$ cat config.mk
export PLATFORM = sky130hd
export DESIGN_NAME = smoothed_peak_search_core
export DESIGN_NICKNAME = d
export VERILOG_FILES = /design/src/design/sps_pkg.sv /design/src/design/sps_ram.sv /design/src/design/sps_front.sv /design/src/design/sps_div.sv /design/src/design/sps_back.sv /design/src/design/smoothed_peak_search_core.sv
export SDC_FILE = /design/constraint.sdc
export NUM_CORES = 2
export LEC_CHECK = 0
export CAP_MARGIN = 40
export CELL_PAD_IN_SITES_DETAIL_PLACEMENT = 2
export CELL_PAD_IN_SITES_GLOBAL_PLACEMENT = 2
export CORE_UTILIZATION = 49
export CTS_BUF_LIST = sky130_fd_sc_hd__clkbuf_8 sky130_fd_sc_hd__clkbuf_16
export CTS_CLUSTER_DIAMETER = 40
export DETAILED_ROUTE_END_ITERATION = 10
export DONT_BUFFER_PORTS = 1
export PLACE_DENSITY = 0.83
export RECOVER_POWER = 50
export SLEW_MARGIN = 10
export SYNTH_ARGS = -nofsm -noshare
export SYNTH_HDL_FRONTEND = slang
export SYNTH_HIERARCHICAL = 1
export SYNTH_SLANG_ARGS = --single-unit
$ cat constraint.sdc
create_clock -name clk -period 22.3 [get_ports clk]
set_clock_uncertainty 0.15 [all_clocks]
set_input_delay 2.23 -clock clk [delete_from_list [all_inputs] [get_ports clk]]
set_output_delay 2.23 -clock clk [all_outputs]
set_load 0.02 [all_outputs]
$ cat src/design/sps_pkg.sv
package sps_pkg;

  localparam int SAMPLE_BITS   = 16;
  localparam int INDEX_BITS    = 20;
  localparam int COUNT_BITS    = INDEX_BITS + 1;
  localparam int FRAC_BITS     = 8;
  localparam int MAX_AVG       = 64;
  localparam int RING_AW       = $clog2(MAX_AVG);
  localparam int AVG_BITS      = RING_AW + 1;
  localparam int HALF_BITS     = RING_AW;
  localparam int VALUE_BITS    = SAMPLE_BITS + FRAC_BITS;
  localparam int ACC_BITS      = SAMPLE_BITS + RING_AW;
  localparam int SUM_BITS      = 36;
  localparam int NUM_BITS      = SUM_BITS + FRAC_BITS;
  localparam int DEN_BITS      = COUNT_BITS;
  localparam int DIV_CNT_BITS  = $clog2(NUM_BITS + 1);
  localparam int STATUS_BITS   = 2;
  localparam int CFG_IDX_BITS  = 3;
  localparam int CFG_DATA_BITS = 21;
  localparam int QUEUE_DEPTH   = 2;
  localparam int QUEUE_AW      = $clog2(QUEUE_DEPTH);

  localparam logic [COUNT_BITS-1:0] COUNT_MAX = '1;

  // register indexes
  localparam logic [CFG_IDX_BITS-1:0] REG_BASE_LEVEL   = 3'd0;
  localparam logic [CFG_IDX_BITS-1:0] REG_WINDOW_START = 3'd1;
  localparam logic [CFG_IDX_BITS-1:0] REG_WINDOW_END   = 3'd2;
  localparam logic [CFG_IDX_BITS-1:0] REG_AVG_POINTS   = 3'd3;
  localparam logic [CFG_IDX_BITS-1:0] REG_PEAK_MODE    = 3'd4;
  localparam logic [CFG_IDX_BITS-1:0] REG_DIRECTION    = 3'd5;
  localparam logic [CFG_IDX_BITS-1:0] REG_TRACE_LENGTH = 3'd6;

  localparam logic [1:0] MODE_SEARCH = 2'd0;
  localparam logic [1:0] MODE_MEAN   = 2'd1;

  localparam logic [1:0] DIR_UP   = 2'd0;
  localparam logic [1:0] DIR_DOWN = 2'd1;
  localparam logic [1:0] DIR_ABS  = 2'd2;

  localparam logic [STATUS_BITS-1:0] STATUS_OK         = 2'd0;
  localparam logic [STATUS_BITS-1:0] STATUS_BAD_WINDOW = 2'd1;
  localparam logic [STATUS_BITS-1:0] STATUS_DISABLED   = 2'd2;

  typedef struct packed {
    logic [SAMPLE_BITS-1:0] base_level;
    logic [INDEX_BITS-1:0]  window_start;
    logic [INDEX_BITS-1:0]  window_end;
    logic [AVG_BITS-1:0]    avg_points;
    logic [1:0]             peak_mode;
    logic [1:0]             direction;
    logic [COUNT_BITS-1:0]  trace_length;
  } cfg_t;

  typedef struct packed {
    logic [SAMPLE_BITS-1:0] sample;
    logic                   last;
  } item_t;

  typedef struct packed {
    logic [VALUE_BITS-1:0]  peak_value;
    logic [COUNT_BITS-1:0]  peak_index_x2;
    logic [STATUS_BITS-1:0] status;
  } result_t;

  typedef enum logic [2:0] {
    ST_IDLE,
    ST_STORE,
    ST_SUM,
    ST_DIV,
    ST_POST,
    ST_TAIL,
    ST_FIN,
    ST_RESULT
  } back_state_t;

endpackage

$ cat src/design/sps_ram.sv
module sps_ram #(
  parameter int WIDTH = 16,
  parameter int DEPTH = 64
) (
  input  logic                     clk,
  input  logic                     we,
  input  logic [$clog2(DEPTH)-1:0] waddr,
  input  logic [WIDTH-1:0]         wdata,
  input  logic [$clog2(DEPTH)-1:0] raddr,
  output logic [WIDTH-1:0]         rdata
);

  logic [WIDTH-1:0] mem [DEPTH];

  always_ff @(posedge clk) begin
    if (we) begin
      mem[waddr] <= wdata;
    end
    rdata <= mem[raddr];
  end

endmodule

$ cat src/design/sps_front.sv
module sps_front import sps_pkg::*; (
  input  logic                   clk,
  input  logic                   rst,
  input  logic                   push,
  output logic                   full,
  input  logic [SAMPLE_BITS-1:0] sample,
  input  logic                   last,
  output item_t                  item,
  output logic                   item_valid,
  input  logic                   item_pop
);

  item_t                 slots [QUEUE_DEPTH];
  logic [QUEUE_AW-1:0]   wr_ptr;
  logic [QUEUE_AW-1:0]   rd_ptr;
  logic [QUEUE_AW:0]     fill;
  logic                  do_push;
  logic                  do_pop;

  assign full       = fill == (QUEUE_AW+1)'(QUEUE_DEPTH);
  assign item_valid = fill != '0;
  assign item       = slots[rd_ptr];
  assign do_push    = push && !full;
  assign do_pop     = item_pop && item_valid;

  always_ff @(posedge clk) begin
    if (do_push) begin
      slots[wr_ptr] <= '{sample: sample, last: last};
    end
  end

  always_ff @(posedge clk) begin
    if (rst) begin
      wr_ptr <= '0;
      rd_ptr <= '0;
      fill   <= '0;
    end else begin
      if (do_push) begin
        wr_ptr <= wr_ptr + 1'b1;
      end
      if (do_pop) begin
        rd_ptr <= rd_ptr + 1'b1;
      end
      if (do_push && !do_pop) begin
        fill <= fill + 1'b1;
      end else if (do_pop && !do_push) begin
        fill <= fill - 1'b1;
      end
    end
  end

endmodule

$ cat src/design/sps_div.sv
module sps_div import sps_pkg::*; (
  input  logic                  clk,
  input  logic                  rst,
  input  logic                  start,
  input  logic [SUM_BITS-1:0]   sum,
  input  logic [DEN_BITS-1:0]   den,
  output logic                  done,
  output logic [VALUE_BITS-1:0] quot
);

  // restoring division of |sum| << FRAC_BITS, one quotient bit a cycle
  logic                    busy;
  logic [DIV_CNT_BITS-1:0] cnt;
  logic                    neg;
  logic                    zero;
  logic [DEN_BITS-1:0]     den_r;
  logic [DEN_BITS-1:0]     rem;
  logic [NUM_BITS-1:0]     num;
  logic [SUM_BITS-1:0]     mag;
  logic [DEN_BITS:0]       rem_sh;
  logic                    ge;

  assign mag    = sum[SUM_BITS-1] ? (~sum + 1'b1) : sum;
  assign rem_sh = {rem, num[NUM_BITS-1]};
  assign ge     = rem_sh >= {1'b0, den_r};

  always_comb begin
    if (zero) begin
      quot = '0;
    end else if (neg) begin
      quot = ~num[VALUE_BITS-1:0] + 1'b1;
    end else begin
      quot = num[VALUE_BITS-1:0];
    end
  end

  always_ff @(posedge clk) begin
    if (start) begin
      neg   <= sum[SUM_BITS-1];
      zero  <= den == '0;
      den_r <= den;
      rem   <= '0;
      num   <= {mag, {FRAC_BITS{1'b0}}};
    end else if (busy) begin
      rem <= ge ? DEN_BITS'(rem_sh - {1'b0, den_r}) : rem_sh[DEN_BITS-1:0];
      num <= {num[NUM_BITS-2:0], ge};
    end
  end

  always_ff @(posedge clk) begin
    if (rst) begin
      busy <= 1'b0;
      cnt  <= '0;
      done <= 1'b0;
    end else begin
      done <= 1'b0;
      if (start) begin
        busy <= 1'b1;
        cnt  <= DIV_CNT_BITS'(NUM_BITS);
      end else if (busy) begin
        cnt <= cnt - 1'b1;
        if (cnt == DIV_CNT_BITS'(1)) begin
          busy <= 1'b0;
          done <= 1'b1;
        end
      end
    end
  end

endmodule

$ cat src/design/sps_back.sv
module sps_back import sps_pkg::*; (
  input  logic    clk,
  input  logic    rst,
  input  cfg_t    cfg,
  input  item_t   item,
  input  logic    item_valid,
  output logic    item_pop,
  output result_t res,
  output logic    res_valid,
  input  logic    res_pop
);

  back_state_t state, state_next;

  logic [SAMPLE_BITS-1:0] x;
  logic                   lst;
  logic [COUNT_BITS-1:0]  k;
  logic [COUNT_BITS-1:0]  count;
  logic [SUM_BITS-1:0]    win_sum;
  logic [VALUE_BITS-1:0]  best_val;
  logic [INDEX_BITS-1:0]  best_idx;
  logic                   seeded;
  logic [ACC_BITS-1:0]    acc;
  logic [RING_AW-1:0]     j;
  logic [AVG_BITS-1:0]    rem_n;
  logic                   issued;
  logic [AVG_BITS-1:0]    avg_n;
  logic [INDEX_BITS-1:0]  cand_i;
  logic                   in_tail;
  logic [COUNT_BITS-1:0]  i_t;
  logic [COUNT_BITS-1:0]  n_tr;
  logic [VALUE_BITS-1:0]  mean_val;

  logic [AVG_BITS-1:0]    p;
  logic [HALF_BITS-1:0]   h;
  logic [COUNT_BITS-1:0]  llp1;
  logic [COUNT_BITS-1:0]  ulp;
  logic [COUNT_BITS-1:0]  llp;

  // per-sample classification
  logic                  in_tr;
  logic                  seeded_now;
  logic [COUNT_BITS:0]   kp1;
  logic [COUNT_BITS:0]   s_r;
  logic [COUNT_BITS:0]   i_r;
  logic                  run_ok;
  logic                  run_a;
  logic                  run_b;

  // end-of-trace sweep
  logic [COUNT_BITS-1:0] n_now;
  logic [COUNT_BITS:0]   lo_a;
  logic [COUNT_BITS-1:0] lo;
  logic                  tail_go;
  logic [COUNT_BITS-1:0] s_t;
  logic                  t_hit;

  logic                  bad;
  logic                  res_free;

  logic                  div_start;
  logic [SUM_BITS-1:0]   div_sum;
  logic [DEN_BITS-1:0]   div_den;
  logic                  div_done;
  logic [VALUE_BITS-1:0] quot;

  logic                  ram_we;
  logic [SAMPLE_BITS-1:0] ram_rdata;

  logic [VALUE_BITS-1:0] bval;
  logic [VALUE_BITS:0]   dv;
  logic [VALUE_BITS:0]   dm;
  logic [VALUE_BITS:0]   av;
  logic [VALUE_BITS:0]   am;
  logic                  take;

  always_comb begin
    if (cfg.avg_points == '0) begin
      p = AVG_BITS'(1);
    end else if (cfg.avg_points > AVG_BITS'(MAX_AVG)) begin
      p = AVG_BITS'(MAX_AVG);
    end else begin
      p = cfg.avg_points;
    end
  end

  assign h    = HALF_BITS'((p - 1'b1) >> 1);
  assign llp  = {1'b0, cfg.window_start};
  assign ulp  = {1'b0, cfg.window_end};
  assign llp1 = llp + 1'b1;

  assign in_tr      = k < cfg.trace_length;
  assign seeded_now = seeded || (in_tr && k == llp);
  assign kp1        = {1'b0, k} + 1'b1;
  assign s_r        = kp1 - (COUNT_BITS+1)'(p);
  assign i_r        = s_r + (COUNT_BITS+1)'(h);
  assign run_ok     = in_tr && cfg.peak_mode == MODE_SEARCH && seeded_now
                      && kp1 >= (COUNT_BITS+1)'(p);
  assign run_a      = run_ok && s_r != '0 && i_r > {1'b0, llp} && i_r <= {1'b0, ulp};
  // first full run: every index up to h shares one average; first wins ties
  assign run_b      = run_ok && s_r == '0 && llp1 <= COUNT_BITS'(h) && llp1 <= ulp;

  assign n_now = (count < cfg.trace_length) ? count : cfg.trace_length;
  assign lo_a  = (n_now >= COUNT_BITS'(p))
                 ? ({1'b0, n_now} - (COUNT_BITS+1)'(p) + 1'b1) : '0;
  assign lo    = (lo_a < {1'b0, llp1}) ? llp1 : lo_a[COUNT_BITS-1:0];

  assign tail_go = cfg.peak_mode == MODE_SEARCH && seeded && n_tr != '0
                   && i_t <= ulp && i_t < n_tr;
  assign s_t     = (i_t > COUNT_BITS'(h)) ? (i_t - COUNT_BITS'(h)) : '0;
  assign t_hit   = ({1'b0, s_t} + (COUNT_BITS+1)'(p) - 1'b1) >= {1'b0, n_tr};

  assign bad      = cfg.window_start > cfg.window_end || ulp >= n_tr;
  assign res_free = !res_valid || res_pop;

  // candidate test against the running best, both taken from the baseline
  assign bval = {cfg.base_level, {FRAC_BITS{1'b0}}};
  assign dv   = {quot[VALUE_BITS-1], quot} - {bval[VALUE_BITS-1], bval};
  assign dm   = {best_val[VALUE_BITS-1], best_val} - {bval[VALUE_BITS-1], bval};
  assign av   = dv[VALUE_BITS] ? (~dv + 1'b1) : dv;
  assign am   = dm[VALUE_BITS] ? (~dm + 1'b1) : dm;

  always_comb begin
    case (cfg.direction)
      DIR_UP:   take = $signed(dv) > $signed(dm);
      DIR_DOWN: take = $signed(dv) < $signed(dm);
      DIR_ABS:  take = av > am;
      default:  take = 1'b0;
    endcase
  end

  assign ram_we = state == ST_STORE && in_tr;

  sps_ram #(
    .WIDTH (SAMPLE_BITS),
    .DEPTH (MAX_AVG)
  ) u_ring (
    .clk   (clk),
    .we    (ram_we),
    .waddr (k[RING_AW-1:0]),
    .wdata (x),
    .raddr (j),
    .rdata (ram_rdata)
  );

  always_comb begin
    if (state == ST_FIN) begin
      div_sum = win_sum;
      div_den = DEN_BITS'(ulp - llp + 1'b1);
    end else begin
      div_sum = SUM_BITS'($signed(acc));
      div_den = DEN_BITS'(avg_n);
    end
  end

  sps_div u_div (
    .clk   (clk),
    .rst   (rst),
    .start (div_start),
    .sum   (div_sum),
    .den   (div_den),
    .done  (div_done),
    .quot  (quot)
  );

  always_ff @(posedge clk) begin
    if (rst) begin
      state <= ST_IDLE;
    end else begin
      state <= state_next;
    end
  end

  always_comb begin
    state_next = state;
    item_pop   = 1'b0;
    div_start  = 1'b0;
    case (state)
      ST_IDLE: begin
        if (item_valid) begin
          item_pop   = 1'b1;
          state_next = ST_STORE;
        end
      end
      ST_STORE: begin
        state_next = (run_a || run_b) ? ST_SUM : ST_POST;
      end
      ST_SUM: begin
        if (rem_n == '0 && !issued) begin
          div_start  = 1'b1;
          state_next = ST_DIV;
        end
      end
      ST_DIV: begin
        if (div_done) begin
          state_next = in_tail ? ST_TAIL : ST_POST;
        end
      end
      ST_POST: begin
        state_next = lst ? ST_TAIL : ST_IDLE;
      end
      ST_TAIL: begin
        if (!tail_go) begin
          state_next = ST_FIN;
        end else if (t_hit) begin
          state_next = ST_SUM;
        end
      end
      ST_FIN: begin
        if (!bad && cfg.peak_mode == MODE_MEAN) begin
          if (div_done) begin
            state_next = ST_RESULT;
          end else if (!in_tail) begin
            div_start = 1'b1;
          end
        end else begin
          state_next = ST_RESULT;
        end
      end
      ST_RESULT: begin
        if (res_free) begin
          state_next = ST_IDLE;
        end
      end
      default: state_next = ST_IDLE;
    endcase
  end

  // datapath registers
  always_ff @(posedge clk) begin
    case (state)
      ST_IDLE: begin
        if (item_valid) begin
          x   <= item.sample;
          lst <= item.last;
          k   <= count;
        end
      end
      ST_STORE: begin
        if (run_a || run_b) begin
          j       <= run_b ? '0 : s_r[RING_AW-1:0];
          rem_n   <= p;
          avg_n   <= p;
          issued  <= 1'b0;
          acc     <= '0;
          cand_i  <= run_b ? llp1[INDEX_BITS-1:0] : i_r[INDEX_BITS-1:0];
          in_tail <= 1'b0;
        end
      end
      ST_SUM: begin
        if (rem_n != '0) begin
          j      <= j + 1'b1;
          rem_n  <= rem_n - 1'b1;
          issued <= 1'b1;
        end else begin
          issued <= 1'b0;
        end
        if (issued) begin
          acc <= acc + ACC_BITS'($signed(ram_rdata));
        end
      end
      ST_POST: begin
        n_tr <= n_now;
        i_t  <= lo;
      end
      ST_TAIL: begin
        if (tail_go) begin
          i_t <= i_t + 1'b1;
          if (t_hit) begin
            j       <= s_t[RING_AW-1:0];
            rem_n   <= AVG_BITS'(n_tr - s_t);
            avg_n   <= AVG_BITS'(n_tr - s_t);
            issued  <= 1'b0;
            acc     <= '0;
            cand_i  <= i_t[INDEX_BITS-1:0];
            in_tail <= 1'b1;
          end
        end else begin
          // reused as "mean division launched" flag
          in_tail <= 1'b0;
        end
      end
      ST_FIN: begin
        if (div_start) begin
          in_tail <= 1'b1;
        end
        if (div_done) begin
          mean_val <= quot;
        end
      end
      default: ;
    endcase
  end

  // trace state and result register
  always_ff @(posedge clk) begin
    if (rst) begin
      count     <= '0;
      win_sum   <= '0;
      best_val  <= '0;
      best_idx  <= '0;
      seeded    <= 1'b0;
      res_valid <= 1'b0;
    end else begin
      if (res_pop && res_valid && !(state == ST_RESULT && res_free)) begin
        res_valid <= 1'b0;
      end
      case (state)
        ST_STORE: begin
          if (count != COUNT_MAX) begin
            count <= count + 1'b1;
          end
          if (in_tr && k >= llp && k <= ulp) begin
            win_sum <= win_sum + SUM_BITS'($signed(x));
          end
          if (in_tr && k == llp) begin
            best_val <= {x, {FRAC_BITS{1'b0}}};
            best_idx <= cfg.window_start;
            seeded   <= 1'b1;
          end
        end
        ST_DIV: begin
          if (div_done && take) begin
            best_val <= quot;
            best_idx <= cand_i;
          end
        end
        ST_RESULT: begin
          if (res_free) begin
            res_valid <= 1'b1;
            count     <= '0;
            win_sum   <= '0;
            best_val  <= '0;
            best_idx  <= '0;
            seeded    <= 1'b0;
          end
        end
        default: ;
      endcase
    end
  end

  always_ff @(posedge clk) begin
    if (state == ST_RESULT && res_free) begin
      if (bad) begin
        res <= '{peak_value: '0, peak_index_x2: '0, status: STATUS_BAD_WINDOW};
      end else if (cfg.peak_mode == MODE_SEARCH) begin
        res <= '{peak_value: best_val, peak_index_x2: {best_idx, 1'b0},
                 status: STATUS_OK};
      end else if (cfg.peak_mode == MODE_MEAN) begin
        res <= '{peak_value: mean_val, peak_index_x2: llp + ulp, status: STATUS_OK};
      end else begin
        res <= '{peak_value: '0, peak_index_x2: '0, status: STATUS_DISABLED};
      end
    end
  end

endmodule

$ cat src/design/smoothed_peak_search_core.sv
// Back end: a sample with no candidate passes only the idle, store and post states; one
//   that completes an average also takes the ring read, then the divider.
// Trace end: up to avg_points extra averages, then one more division in mean mode.
// Throughput is set by the single shared radix-2 divider; the input queue keeps taking
//   samples until full while the back end works and while a result waits to be popped.
// Reset (rst, synchronous, active high) clears config, queue pointers, result valid and trace state.
module smoothed_peak_search_core import sps_pkg::*; (
  input  logic                     clk,
  input  logic                     rst,
  // sample transactions
  input  logic                     push,
  output logic                     full,
  input  logic [SAMPLE_BITS-1:0]   sample,
  input  logic                     last,
  // result transactions
  output logic                     empty,
  input  logic                     pop,
  output logic [VALUE_BITS-1:0]    peak_value,
  output logic [COUNT_BITS-1:0]    peak_index_x2,
  output logic [STATUS_BITS-1:0]   status,
  // register writes
  input  logic                     cfg_write,
  input  logic [CFG_IDX_BITS-1:0]  cfg_index,
  input  logic [CFG_DATA_BITS-1:0] cfg_data
);

  cfg_t    cfg;
  item_t   item;
  logic    item_valid;
  logic    item_pop;
  result_t res;
  logic    res_valid;

  // Register file, used live; user must make writes land only between transactions.
  always_ff @(posedge clk) begin
    if (rst) begin
      cfg.base_level   <= '0;
      cfg.window_start <= '0;
      cfg.window_end   <= '0;
      cfg.avg_points   <= AVG_BITS'(1);
      cfg.peak_mode    <= MODE_SEARCH;
      cfg.direction    <= DIR_UP;
      cfg.trace_length <= '0;
    end else if (cfg_write) begin
      case (cfg_index)
        REG_BASE_LEVEL:   cfg.base_level   <= cfg_data[SAMPLE_BITS-1:0];
        REG_WINDOW_START: cfg.window_start <= cfg_data[INDEX_BITS-1:0];
        REG_WINDOW_END:   cfg.window_end   <= cfg_data[INDEX_BITS-1:0];
        REG_AVG_POINTS:   cfg.avg_points   <= cfg_data[AVG_BITS-1:0];
        REG_PEAK_MODE:    cfg.peak_mode    <= cfg_data[1:0];
        REG_DIRECTION:    cfg.direction    <= cfg_data[1:0];
        REG_TRACE_LENGTH: cfg.trace_length <= cfg_data[COUNT_BITS-1:0];
        default: ;
      endcase
    end
  end

  // Front end: short input queue decoupling the producer from the sequencer.
  sps_front u_front (
    .clk        (clk),
    .rst        (rst),
    .push       (push),
    .full       (full),
    .sample     (sample),
    .last       (last),
    .item       (item),
    .item_valid (item_valid),
    .item_pop   (item_pop)
  );

  // Back end: ring store, window sums, divider and the running best.
  sps_back u_back (
    .clk        (clk),
    .rst        (rst),
    .cfg        (cfg),
    .item       (item),
    .item_valid (item_valid),
    .item_pop   (item_pop),
    .res        (res),
    .res_valid  (res_valid),
    .res_pop    (pop)
  );

  assign empty         = !res_valid;
  assign peak_value    = res.peak_value;
  assign peak_index_x2 = res.peak_index_x2;
  assign status        = res.status;

endmodule
==> results of run 1 <==
stage by stage:
| step | hold WS, ns | area [um^2] | setup WS, ns | std cells |
|---|---|---|---|---|
| global placement | 0.303 | 87800 | 12.37 | 9048 |
| floorplan | 0.287 | 85000 | 14.02 | 6862 |
Yosys cell counts (50+ instances only):
cell type and count:
nand2_1 371, dfxtp_1 252, nor2_1 487, nand3_1 166, nor3b_1 50, a211oi_1 78
a22o_1 63, nor2b_1 93, a21oi_1 321, edfxtp_1 1332, nand4_1 88, mux4_2 221
inv_1 343, nor3_1 101, ha_1 592, o21a_1 62, a22oi_1 63, xnor2_1 245
mux2i_1 226, a21o_1 158, nand2b_1 169, o21ai_0 219, clkbuf_1 196, xor2_1 140
kinds of logic after synthesis:
kind of cell / after synthesis / share of synthesized area, %
adders and majority gates: 607 / 9.07
muxes: 490 / 9.12
buffers and inverters: 631 / 3.18
AOI/OAI and AO/OA: 1342 / 10.7
DFF: 1584 / 53.0
and+or+nand+nor: 1823 / 11.0
xor gates and xnor gates: 385 / 3.97
==> impl_metrics.env, run 1 <==
export IMPL_place_detailed_hpwl_um=237000
export IMPL_initial_utilization_pct=49.4
export IMPL_firstError="[ERROR DPL-0033] detailed placement checks failed during check placement."
export IMPL_syn_avg_cell_area_um2=12.4
export IMPL_synth_cells=6862
export IMPL_die_h_um=418
export IMPL_synth_area_leaders="edfxtp_1, ha_1, dfxtp_1"
export IMPL_syn_area_um2=85000
export IMPL_synth_top_cell_area_share_pct=47.1
export IMPL_yosysWarnings=6
export IMPL_synth_nets=7515
export IMPL_synth_edf_count=1332
export IMPL_yosysTopAreaCell="edfxtp_1"
export IMPL_synth_seq_cells=1584
export IMPL_stop_stage="detailed placement"
export IMPL_ys_types=104
export IMPL_status="stopped before the end"
export IMPL_die_w_um=418
export IMPL_async_reset_ff_share_pct=0
export IMPL_ios=95
export IMPL_rows=152
export IMPL_ys_flop_type="edfxtp_1"
export IMPL_gp_congestion=0.943
export IMPL_io_buffers=0
export IMPL_yosysSeqAreaShare_pct=53.0
==> inputs of run 2 (changes only) <==
CELL_PAD_IN_SITES_DETAIL_PLACEMENT = unset   (was 2)
CELL_PAD_IN_SITES_GLOBAL_PLACEMENT = unset   (was 2)
CORE_UTILIZATION = 39   (was 49)
CTS_BUF_LIST = unset   (was sky130_fd_sc_hd__clkbuf_8 sky130_fd_sc_hd__clkbuf_16)
CTS_CLUSTER_DIAMETER = unset   (was 40)
PLACE_DENSITY = unset   (was 0.83)
PLACE_DENSITY_LB_ADDON = 0.15   (was unset)
==> impl_metrics.env, run 2 <==
export IMPL_grt_remaining_overflow=0
export IMPL_h_tree_depth=4
export IMPL_yosysMostFrequentCell="edfxtp_1"
export IMPL_critPathCaptureType="flop"
export IMPL_slew_headroom_pct=-266
export IMPL_p_per_area_nw_per_um2=102
export IMPL_p_switching_mw=3.38
export IMPL_status="finished with violations"
export IMPL_yosysWarnings=6
export IMPL_ys_flop_type="edfxtp_1"
export IMPL_slowest_stage="clkbuf_1"
export IMPL_yosysTopAreaCell="edfxtp_1"
export IMPL_combPwrFrac_pct=30.5
export IMPL_crit_reg2reg_capture="u_back/i_t[18]$_DFFE_PP_"
export IMPL_grt_usage_pct=24.8
export IMPL_synthTopCellsByCount="edfxtp_1, ha_1, nor2_1"
export IMPL_layout_common_cells="edfxtp_1, ha_1, nor2_1, nand2_1, inv_1"
export IMPL_dieArea_um2=220000
export IMPL_p_total_mw=9.63
export IMPL_r2r_slack_ns=11.47
export IMPL_vias_per_cell=5.80
export IMPL_leakagePower_nw=34.1
export IMPL_min_to="u_back/win_sum[35]$_SDFFE_PP0P_"
export IMPL_io_buffers=0
export IMPL_min_delay_start="u_back/win_sum[35]$_SDFFE_PP0P_"
export IMPL_ir_worst_vdd_mv=0.105
export IMPL_violations="capacitance limit, slew limit"
export IMPL_place_area_um2=88900
export IMPL_design_area_um2=94300
export IMPL_path_clk_slew_ns=0.07
export IMPL_drt_iter0_markers=5058
export IMPL_first_global_vias=56600
export IMPL_place_detailed_hpwl_um=197000
export IMPL_critPathArrivalTime_ns=11.22
export IMPL_critPathKind="flop to flop"
export IMPL_clk_latency_ns=0.84
export IMPL_hold_path_depth=2
export IMPL_core_area_um2=216000
export IMPL_cts_hold_buf=0
export IMPL_rsz0062_at_grt="false"
export IMPL_antenna_found_initial=21
export IMPL_cts_buffer_depth=3
export IMPL_areaGrowthSynthToFinish_pct=11.0
export IMPL_power_frac_clock_pct=29.8
export IMPL_final_core_util_pct=43.7
export IMPL_grt_pass1_wl_um=397000
export IMPL_hp_class="flop to flop"
export IMPL_p_seq_share_pct=39.7
export IMPL_ys_types=104
export IMPL_layout_cells_non_filler=9934
export IMPL_critPathRequiredTime_ns=22.69
export IMPL_synth_edf_count=1332
export IMPL_finalSetupTns_ns=0
export IMPL_synth_seq_cells=1584
export IMPL_cts_tree="done"
export IMPL_slew_violations=1450
export IMPL_r2r_start="cfg[6]$_SDFFE_PP0P_"
export IMPL_drive_gt1_share_pct=10.4
export IMPL_finalSetupViolCount=0
export IMPL_syn_area_um2=85000
export IMPL_dpl_cell_count=9607
export IMPL_vias=57600
export IMPL_synth_top_cell_area_share_pct=47.1
export IMPL_worstMarginPinSlew_ns=5.49
export IMPL_crit_fanout=15
export IMPL_ios=95
export IMPL_synth_cells=6862
export IMPL_gp_congestion=0.984
export IMPL_clock_sinks=1584
export IMPL_drc=0
export IMPL_syn_avg_cell_area_um2=12.4
export IMPL_ant_nets=0
export IMPL_totalWireLength_um=275000
export IMPL_die_w_um=469
export IMPL_dr_pass1_iters=5
export IMPL_fin_nets=7601
export IMPL_fillers=20000
export IMPL_cts_root_buf="clkbuf_16"
export IMPL_p_int_mw=6.25
export IMPL_initial_utilization_pct=39.4
export IMPL_regMostFlops="u_back/u_ring/mem"
export IMPL_async_reset_ff_share_pct=0
export IMPL_max_cap_viol_count=40
export IMPL_reg2reg_depth=34
export IMPL_post_cts_resized=0
export IMPL_rows=170
export IMPL_numCtsBuffers=173
export IMPL_finalCriticalPeriod_ns=10.83
export IMPL_grt_max_degree=202
export IMPL_fmax_ghz=0.0924
export IMPL_finalHoldViolCount=0
export IMPL_synth_nets=7515
export IMPL_yosysSeqAreaShare_pct=53.0
export IMPL_cts_setup_buffers=0
export IMPL_startpoint_type="flop"
export IMPL_wire_per_inst_um=27.7
export IMPL_largest_register_ffs=1024
export IMPL_fin_crit_sh_pct=48.6
export IMPL_slowest_delay_ns=0.91
export IMPL_swShare_pct=35.1
export IMPL_die_h_um=469
export IMPL_reg_top3="u_back/u_ring/mem (1024), cfg (88), u_back/res (47)"
export IMPL_synth_area_leaders="edfxtp_1, ha_1, dfxtp_1"
export IMPL_mostFrequentLayoutCell="edfxtp_1"
## run 2: cell counts after synthesis
No cell type changed its count.
## run 2: how the worst max path moves through the flow
stage,slack [ns],cells after the start,to,from
floorplan,14.02,37,u_back/avg_n[0]$_DFFE_PP_,cfg[26]$_SDFFE_PP0P_
global placement,11.99,36,u_back/acc[20]$_SDFFCE_PN0P_,cfg[31]$_SDFFE_PP0P_
detailed placement,12.05,39,u_back/acc[20]$_SDFFCE_PN0P_,cfg[31]$_SDFFE_PP0P_
CTS,11.93,39,u_back/acc[21]$_SDFFCE_PN0P_,cfg[31]$_SDFFE_PP0P_
global route,11.00,33,u_back/i_t[3]$_DFFE_PP_,cfg[7]$_SDFFE_PP0P_
finish,11.47,34,u_back/i_t[18]$_DFFE_PP_,cfg[6]$_SDFFE_PP0P_
## run 2: through the flow
| stage | hold WS (ns) | worst slack, ns |
|---|---|---|
| CTS | 0.327 | 11.93 |
| finish | 0.327 | 11.47 |
| detailed placement | 0.317 | 12.05 |
| global placement | 0.307 | 11.99 |
| floorplan | 0.287 | 14.02 |
| global route | 0.354 | 11.00 |
## run 2: power groups by stage
stage	Sequential [mW]	Clock (mW)	Combinational (mW)
after floorplan	3.87	0	1.75
after global placement	3.85	0	2.90
after detailed placement	3.85	0	2.94
after CTS	3.79	2.93	2.95
after global routing	3.84	3.04	3.18
final	3.83	2.87	2.93
## run 2: cell type report
| type | instances | area, um^2 | area share [%] |
|---|---|---|---|
| flip-flops and latches | 1584 | 45000 | 47.8 |
| multi-input cells | 4647 | 37300 | 39.6 |
| clock buffers | 220 | 4580 | 4.85 |
| well taps | 2838 | 3550 | 3.76 |
| repair buffers | 198 | 1450 | 1.53 |
| inverters | 344 | 1290 | 1.37 |
| clock inverters | 93 | 1080 | 1.15 |
| diodes | 10 | 25.0 | 0.0265 |
## run 2: layer usage
| metal | routed length (um) | GRT usage [%] | share of wire [%] | up-vias |
|---|---|---|---|---|
| li1 | - | - | - | 26200 |
| met1 | 120000 | 33.4 | 44 | 29100 |
| met2 | 127000 | 39.8 | 46 | 1850 |
| met3 | 16800 | 4.14 | 6.1 | 429 |
| met4 | 11100 | 9.32 | 4.0 | 2 |
| met5 | 7 | 0 | 0.0025 | - |
## run 2: cell families (layout without fill, tap and decap cells)
family / after synthesis / after routing / synth area share (%)
flip-flops: 1584 / 1584 / 53.0
adder cells (fa/ha/maj): 607 / 607 / 9.07
buffers and inverters: 631 / 855 / 3.18
AND/OR/NAND/NOR: 1823 / 1823 / 11.0
multiplexers: 490 / 490 / 9.12
XOR/XNOR: 385 / 385 / 3.97
AO/OA/AOI/OAI: 1342 / 1342 / 10.7
other: 0 / 10 / 0
## run 2: worst max-delay path, delay by kind of cell (launching register included)
family / cells / cell delay [ns]
AO/OA/AOI/OAI: 15 / 4.43
AND/OR/NAND/NOR: 10 / 2.19
adder cells (fa/ha/maj): 4 / 1.40
buffers and inverters: 3 / 1.07
multiplexers: 2 / 0.93
flip-flops: 1 / 0.36
Power figures use the tool's default switching activity.
